[src/design/stp_pkg.sv]
// Shared constants, prompt codes and result type for the serial time entry parser.
package stp_pkg;

    localparam logic [7:0] START_CHAR   = 8'h74;
    localparam logic [7:0] CR_CHAR      = 8'h0D;
    localparam logic [7:0] DIGIT_LO     = 8'h30;
    localparam logic [7:0] DIGIT_HI     = 8'h39;
    localparam int         RADIX        = 10;
    localparam int         HOUR_LIMIT   = 24;
    localparam int         MINSEC_LIMIT = 60;
    localparam logic [7:0] ACC_MAX      = 8'hFF;

    typedef enum logic [2:0] {
        PROMPT_NONE   = 3'd0,
        PROMPT_HOUR   = 3'd1,
        PROMPT_MINUTE = 3'd2,
        PROMPT_SECOND = 3'd3,
        PROMPT_ENDED  = 3'd4
    } t_prompt;

    typedef struct packed {
        logic       echo_valid;
        logic [7:0] echo_byte;
        t_prompt    prompt_code;
        logic       time_valid;
        logic [4:0] new_hour;
        logic [5:0] new_minute;
        logic [5:0] new_second;
    } t_result;

endpackage

[src/design/stp_parse.sv]
// Entry state machine: holds the entry mode, digit accumulator and accepted fields.
module stp_parse
    import stp_pkg::*;
(
    input  logic       i_clk,
    input  logic       i_rst_n,
    input  logic       i_fire,
    input  logic [7:0] i_byte,
    output t_result    o_result
);

    typedef enum logic [1:0] {
        MODE_IDLE   = 2'd0,
        MODE_HOUR   = 2'd1,
        MODE_MINUTE = 2'd2,
        MODE_SECOND = 2'd3
    } t_mode;

    t_mode       r_mode;
    t_mode       n_mode;
    logic [7:0]  r_acc;
    logic [7:0]  n_acc;
    logic [4:0]  r_hour;
    logic [4:0]  n_hour;
    logic [5:0]  r_minute;
    logic [5:0]  n_minute;
    logic [11:0] w_acc_sum;
    logic        w_is_digit;
    logic        w_hour_ok;
    logic        w_minsec_ok;

    // The low nibble of an ASCII digit is its value.
    assign w_acc_sum   = 12'({4'b0, r_acc}) * 12'(RADIX) + {8'b0, i_byte[3:0]};
    assign w_is_digit  = (i_byte >= DIGIT_LO) && (i_byte <= DIGIT_HI);
    assign w_hour_ok   = r_acc < 8'(HOUR_LIMIT);
    assign w_minsec_ok = r_acc < 8'(MINSEC_LIMIT);

    always_comb begin
        n_mode   = r_mode;
        n_acc    = r_acc;
        n_hour   = r_hour;
        n_minute = r_minute;
        o_result = '0;
        if (r_mode == MODE_IDLE) begin
            if (i_byte == START_CHAR) begin
                n_mode               = MODE_HOUR;
                n_acc                = '0;
                o_result.prompt_code = PROMPT_HOUR;
            end
        end else begin
            o_result.echo_valid = 1'b1;
            o_result.echo_byte  = i_byte;
            if (i_byte == CR_CHAR) begin
                // Every path through a carriage return clears the accumulator.
                n_acc = '0;
                case (r_mode)
                    MODE_HOUR: begin
                        if (w_hour_ok) begin
                            n_hour               = r_acc[4:0];
                            n_mode               = MODE_MINUTE;
                            o_result.prompt_code = PROMPT_MINUTE;
                        end else begin
                            n_mode               = MODE_IDLE;
                            o_result.prompt_code = PROMPT_ENDED;
                        end
                    end
                    MODE_MINUTE: begin
                        if (w_minsec_ok) begin
                            n_minute             = r_acc[5:0];
                            n_mode               = MODE_SECOND;
                            o_result.prompt_code = PROMPT_SECOND;
                        end else begin
                            n_mode               = MODE_IDLE;
                            o_result.prompt_code = PROMPT_ENDED;
                        end
                    end
                    default: begin
                        if (w_minsec_ok) begin
                            o_result.time_valid = 1'b1;
                            o_result.new_hour   = r_hour;
                            o_result.new_minute = r_minute;
                            o_result.new_second = r_acc[5:0];
                        end
                        n_mode               = MODE_IDLE;
                        o_result.prompt_code = PROMPT_ENDED;
                    end
                endcase
            end else if (w_is_digit) begin
                n_acc = (w_acc_sum > {4'b0, ACC_MAX}) ? ACC_MAX : w_acc_sum[7:0];
            end else begin
                n_mode               = MODE_IDLE;
                n_acc                = '0;
                o_result.prompt_code = PROMPT_ENDED;
            end
        end
    end

    always_ff @(posedge i_clk) begin
        if (!i_rst_n) begin
            r_mode   <= MODE_IDLE;
            r_acc    <= '0;
            r_hour   <= '0;
            r_minute <= '0;
        end else if (i_fire) begin
            r_mode   <= n_mode;
            r_acc    <= n_acc;
            r_hour   <= n_hour;
            r_minute <= n_minute;
        end
    end

endmodule

[src/design/serial_time_entry_parser_core.sv]
// Top level of the serial time entry parser: input register, parser and result register.
//
// Usage: received bytes enter on the rx channel (i_rx_valid, o_rx_ready, i_rx_byte),
// one word per byte. Each byte yields exactly one result word on the output
// channel (o_valid, i_ready), carrying the echo, the prompt code and, when an
// entry completes, the new hour, minute and second.
// A 't' while idle starts an entry; hours, minutes and seconds follow, each
// as decimal digits ended by a carriage return.
// Path: a byte is held in the input register until the parser takes it, and
// its result is then stored in the result register, which drives o_valid
// and the result fields.
// Throughput is one byte per cycle while the receiver takes each result; the
// next parser state and the result are formed combinationally between the two registers.
// When the receiver stalls, the result register holds and the input
// register takes one more byte; after that o_rx_ready drops until the
// result is taken.
// Reset empties both registers and returns the parser to idle with a zero
// accumulator and zero held fields.
module serial_time_entry_parser_core
    import stp_pkg::*;
(
    input  logic       i_clk,
    input  logic       i_rst_n,
    input  logic       i_rx_valid,
    output logic       o_rx_ready,
    input  logic [7:0] i_rx_byte,
    output logic       o_valid,
    input  logic       i_ready,
    output logic       o_echo_valid,
    output logic [7:0] o_echo_byte,
    output logic [2:0] o_prompt_code,
    output logic       o_time_valid,
    output logic [4:0] o_new_hour,
    output logic [5:0] o_new_minute,
    output logic [5:0] o_new_second
);

    logic       r_in_valid;
    logic [7:0] r_in_byte;
    logic       r_out_valid;
    t_result    r_out;
    t_result    w_result;
    logic       w_out_free;
    logic       w_advance;

    assign w_out_free = !r_out_valid || i_ready;
    assign w_advance  = r_in_valid && w_out_free;
    assign o_rx_ready = !r_in_valid || w_advance;

    stp_parse u_parse (
        .i_clk    (i_clk),
        .i_rst_n  (i_rst_n),
        .i_fire   (w_advance),
        .i_byte   (r_in_byte),
        .o_result (w_result)
    );

    always_ff @(posedge i_clk) begin
        if (!i_rst_n) begin
            r_in_valid <= 1'b0;
        end else if (o_rx_ready) begin
            r_in_valid <= i_rx_valid;
        end
    end

    always_ff @(posedge i_clk) begin
        if (o_rx_ready && i_rx_valid) begin
            r_in_byte <= i_rx_byte;
        end
    end

    always_ff @(posedge i_clk) begin
        if (!i_rst_n) begin
            r_out_valid <= 1'b0;
        end else if (w_out_free) begin
            r_out_valid <= r_in_valid;
        end
    end

    always_ff @(posedge i_clk) begin
        if (w_advance) begin
            r_out <= w_result;
        end
    end

    assign o_valid       = r_out_valid;
    assign o_echo_valid  = r_out.echo_valid;
    assign o_echo_byte   = r_out.echo_byte;
    assign o_prompt_code = r_out.prompt_code;
    assign o_time_valid  = r_out.time_valid;
    assign o_new_hour    = r_out.new_hour;
    assign o_new_minute  = r_out.new_minute;
    assign o_new_second  = r_out.new_second;

    // A completed entry always closes with the entry-ended prompt.
    a_time_ends_entry: assert property (@(posedge i_clk) disable iff (!i_rst_n)
        (o_valid && o_time_valid) |-> (o_prompt_code == PROMPT_ENDED))
        else $error("time reported without entry-ended prompt");

    // Reported time fields are always in range.
    a_time_in_range: assert property (@(posedge i_clk) disable iff (!i_rst_n)
        (o_valid && o_time_valid) |->
        (o_new_hour < 5'(HOUR_LIMIT)) && (o_new_minute < 6'(MINSEC_LIMIT))
        && (o_new_second < 6'(MINSEC_LIMIT)))
        else $error("reported time out of range");

    // Bytes are only echoed during an entry, so an idle result echoes nothing.
    a_no_echo_byte: assert property (@(posedge i_clk) disable iff (!i_rst_n)
        (o_valid && !o_echo_valid) |-> (o_echo_byte == 8'h00))
        else $error("echo byte set without echo");

    // A stalled result is held while another byte waits in the input register.
    a_backpressure: assert property (@(posedge i_clk) disable iff (!i_rst_n)
        (r_in_valid && r_out_valid && !i_ready) |=> (r_in_valid && r_out_valid))
        else $error("word lost under backpressure");

endmodule

[config.mk]
export PLATFORM = sky130hd
export DESIGN_NAME = serial_time_entry_parser_core
export DESIGN_NICKNAME = d
export VERILOG_FILES = /design/src/design/stp_pkg.sv /design/src/design/stp_parse.sv /design/src/design/serial_time_entry_parser_core.sv
export SDC_FILE = /design/constraint.sdc
export NUM_CORES = 1
export LEC_CHECK = 0
export ABC_AREA = 1
export BUFFER_PORTS_ARGS = -buffer_cell sky130_fd_sc_hd__buf_2
export CAP_MARGIN = 20
export CORE_MARGIN = 2
export CORE_UTILIZATION = 40
export DETAILED_ROUTE_END_ITERATION = 8
export PLACE_DENSITY = 0.64
export SETUP_SLACK_MARGIN = 0.05
export SLEW_MARGIN = 10
export SYNTH_ARGS = -nofsm -noshare
export SYNTH_HDL_FRONTEND = slang
export SYNTH_SLANG_ARGS = --single-unit
[constraint.sdc]
create_clock -name i_clk -period 3.8 [get_ports i_clk]
set_input_delay 1.14 -clock i_clk [delete_from_list [all_inputs] [get_ports i_clk]]
set_output_delay 1.14 -clock i_clk [all_outputs]
set_load 0.05 [all_outputs]
After elaboration in Yosys (flattened, before gate mapping) --
Index checks and enable logic that the tools add are counted.
Word-level totals: output and inout bits 32, register bits after elaboration 61
Operators by class: order comparisons 5, $mul 1, mux-type cells 21, reductions and logical operators 14, bitwise operators 3, $add $sub $neg 1, eq/ne operators 6
Operators by type and width (count):
- $mux W8 | 5
- $mux W18 | 1
- $mux W3 | 5
- $add A12 B4 Y12 | 1
- $gt A12 B8 Y1 const B | 1
- $mux W2 | 6
- $mul A8 B3 Y11 const B | 1
- $reduce_and A5 Y1 | 2
- $mux W9 | 1
- $eq A8 B4 Y1 const B | 1
- $eq A8 B7 Y1 const B | 1
- $ge A8 B6 Y1 const B | 1
- $le A8 B6 Y1 const B | 1
- $lt A8 B5 Y1 const B | 1
- $lt A8 B6 Y1 const B | 1
- $pmux W3 S2 | 1
- $reduce_or A5 Y1 | 1
- $pmux W2 S2 | 1
- $reduce_or A4 Y1 | 1
- $logic_and A1 B1 Y1 | 3
- $ne A3 B3 Y1 const B | 1
- $not A1 Y1 | 3
- $reduce_and A3 Y1 | 1
- $eq A2 B1 Y1 const B | 1
- 7 further kinds | 9

Logic depth before layout (Yosys ltp) --
depth after elaboration 7, depth in mapped cells 15, gate-level depth less buffers 15

Cells and area by module --
A second synthesis with hierarchy kept.
Second synthesis, totals: cell total of the unflattened synthesis 332, area total of the unflattened synthesis 3219.3 sq um
By module, submodules not included:
- stp_parse | times used 1, area each 1983.2 sq um, cells an instance 281, sequential area each 420.4 sq um
- serial_time_entry_parser_core | times used 1, area each 1236.2 sq um, cells an instance 51, sequential area each 1181.1 sq um

Worst setup path before layout --
OpenSTA, ideal clock, no wires.
path type input port to output port, from input i_ready, to output o_rx_ready, arrival 1.600 ns, path buffers 0, stages on the path 2, data required time 2.660 ns, path slack 1.060 ns, cell sequence inv_1 > nand3_1
On the way: cells in the longest elaborated chain, start to end 3
RTL lines:
- from (decl) | line serial_time_entry_parser_core.sv:28 | input logic i_ready,
- $logic_or A1 B1 Y1 | line serial_time_entry_parser_core.sv:46 | assign w_out_free = !r_out_valid || i_ready;
- $logic_and A1 B1 Y1 | line serial_time_entry_parser_core.sv:47 | assign w_advance = r_in_valid && w_out_free;
- $logic_or A1 B1 Y1 | line serial_time_entry_parser_core.sv:48 | assign o_rx_ready = !r_in_valid || w_advance;
- to (decl) | line serial_time_entry_parser_core.sv:25 | output logic o_rx_ready,
No other way between the ends.

Final worst setup path --
Same ends and word-level chain as after synthesis.

==> results.md <==
* Status: complete, no violations
* Max FO, Critical Path at 3
* Register area share after synthesis at 0.531
* Leakage power at 0.00150 uW
* Peak VDD IR at 172 uV
* Chip Width at 90.9 um
* Setup Skew at 8.16 ps
* Sw frac at 0.225
* Area growth from synthesis to layout at 17.4%
* Post-Route WL at 5.31 mm
* DRC at 0
* Slew Limit Fails at 0
* Share of the synthesized area in the top cell type at 0.378
* Critical path endpoint category: primary output
* Global-route wire length before repair at 9.42 mm
* Total core area at 7290 um2
* Layout cell share with drive strength beyond 1 at 0.222
* Synth area leader: edfxtp_1
* Max Fclk at 360 MHz
* Top-count cell post-synth: nand2_1
* Logic pwr share at 0.068
* # diodes at 0
* Fin nets at 398
* Num ports at 44
* Average wire per standard cell at 11.3 um
* R2R setup slack at 1220 ps
* Largest net degree at the start of global routing at 28
* CP arrival at 1640 ps
* Worst Setup SP: i_ready
* Int Pwr at 1110 uW
* Hold Crit Class: flip-flop to flip-flop
* CTS root buf: clkbuf_8
* Sink Count at 61
* Async SR Flop Fraction at 0
* DP Area at 3330 um2
* Final instance area at 3540 um2
* DR vias/cell at 4.57
* CTS tree: built
* Worst-skew pair later-pin latency at 340 ps
* Commonest cells in the netlist: nand2_1 (56), inv_1 (46), nor2_1 (39), edfxtp_1 (38), dfxtp_1 (23)
* Final setup vio count at 0
* Number of synthesized flops with an enable pin at 38
* TritonRoute pass-1 iters at 4
* Period utilisation layout at 0.731
* Die ar. at 8260 um2
* Post-CTS Setup Repair Bufs at 0
* Total grt overflow at 0
* Count of cell types in the netlist at 32
* Syn nets at 347
* Reg clk slew, reported paths at 60 ps
* Synthesized area per cell at 9.61 um2
* Pwr per Cell Area at 403 nW/um2
* Setup Crit Path Kind: primary input to primary output
* Rows at 31
* Clock buffer depth at 2
* Met1 wire length at 2.50 mm
* Setup WS post-layout at 1020 ps
* Post-CTS sizing at 0
* #FFs+latches synth at 61
* Setup_tns at 0 ps
* Reg2Reg Launch Point: u_parse.r_acc[1]$_SDFFE_PN0P_
* Vias at 2145
* # hold bufs at CTS at 0
* Critical Path Source Type: primary input
* Clk pwr share at 0.422
* Vias in the first global route at 2080
* Total CTS buffers at 9
* Effective utilization at floorplan at 0.414
* Cells on worst reg2reg path at 11
* Number of synthesis warnings at 0
* Routed Antenna Nets at 0
* Max Cap Violations at 0
* Area contributors post-synth: edfxtp_1 (38%), dfxtp_1 (15%), ha_1 (7.9%)
* Initial antenna violation count at 0
* Port bufs at 43
* RSZ-0062 raised after global routing: no
* Sequential share of power at 0.510
* Main flop type after synthesis: edfxtp_1
* Slew margin rel. at 0.587
* H-tree depth at 3
* Pre-CTS WS at 1030 ps
* GRT Util Overall at 0.144
* Slew at the pin closest to its max-slew limit at 615 ps
* Met2 Wirelength at 2.44 mm
* Highest routed layer: met4
* Final hold violations at 0
* Starting DRC count in detailed routing at 62
* Placer Congestion at 0.738
* Net Sw Power at 322 uW
* Reg2reg end: u_parse.r_acc[7]$_SDFFE_PN0P_
* Netlist Area Pre-Place at 3020 um2
* Met3 wire length at 243 um
* Critical Path RT at 2660 ps
* Die H at 90.9 um
* HP Start: u_parse.r_minute[5]$_SDFFE_PN0P_
* Fin crit period at 2780 ps
* Hold Crit Depth at 2
* Final HPWL DP at 4.03 mm
* Hold Path End: u_parse.r_minute[5]$_SDFFE_PN0P_
* Post-Synthesis Cells at 314
## per-layer routing
metal | vias up | global-route usage
li1 | 1140 | -
met1 | 943 | 0.183
met2 | 53 | 0.229
met3 | 9 | 0.0376
met4 | 0 | 0.0682
met5 | - | 0
## worst max-delay path, stage by stage
cell	delay [ps]
buf_2	90
inv_1	60
nand3_1	110
buf_2	230
## per-stage QoR
step           power [uW]  instances  utilization  hold WS (ps)
6_report             1430        469        0.486           450
5_1_grt              1490        469        0.486           474
2_1_floorplan         815        314            -           430
3_5_place_dp          841        453        0.457           443
3_3_place_gp          840        453        0.457           439
4_1_cts              1450        469        0.486           453
## power by group through the flow
stage          sequential, uW  clock [uW]  combinational, uW
4_1_cts                   728         621               98.2
3_3_place_gp              742           0               97.4
2_1_floorplan             789           0               26.1
6_report                  728         603               97.4
3_5_place_dp              743           0               97.9
5_1_grt                   730         655                103
## area by class of cell
type                    count  area (um2)
fillers                   712        3750
clock inverters             5        76.3
well taps                  99         124
multi-input cells         197        1190
repair buffers             44         223
inverters                  52         195
flip-flops and latches     61        1600
clock buffers              11         131
## how the worst max path moves through the flow
| stage | cells past startpoint | endpoint |
|---|---|---|
| CTS | 4 | o_rx_ready |
| detailed placement | 4 | o_rx_ready |
| floorplan | 2 | o_rx_ready |
| finish | 4 | o_rx_ready |
| global placement | 4 | o_rx_ready |
| global route | 15 | u_parse.r_acc[7]$_SDFFE_PN0P_ |
## cell families (layout without fill, tap and decap cells)
| group | count (synthesis) | after routing | synth area share |
|---|---|---|---|
| simple gates | 129 | 129 | 0.200 |
| flops | 61 | 61 | 0.531 |
| buf+inv | 56 | 112 | 0.0746 |
| compound gates | 42 | 42 | 0.0879 |
| fa+ha+maj | 21 | 21 | 0.0920 |
| xor+xnor | 5 | 5 | 0.0145 |
## sequential cells by signal, summed over array words and instances (netlist names)
signal,count
o_echo_byte,8
r_in_byte,8
u_parse.r_acc,8
o_new_minute,6
o_new_second,6
u_parse.r_minute,6
o_new_hour,5
u_parse.r_hour,5
o_prompt_code,3
u_parse.r_mode,2
o_echo_valid,1
o_time_valid,1
o_valid,1
r_in_valid,1
## layout by cell type (no fill, tap or decap), drive strengths merged, types with 2 or more instances in the layout
master / count
nor3: 3
xnor2: 4
a21oi: 24
buf: 44
o21ai: 9
clkbuf: 11
ha: 19
nand3: 18
nand4: 3
inv: 52
nor4: 2
a211oi: 6
bufinv: 2
clkinv: 2
dfxtp: 23
fa: 2
or2: 3
nand2: 57
edfxtp: 38
nor2: 43
No activity file was read; power rests on OpenSTA's default activity.
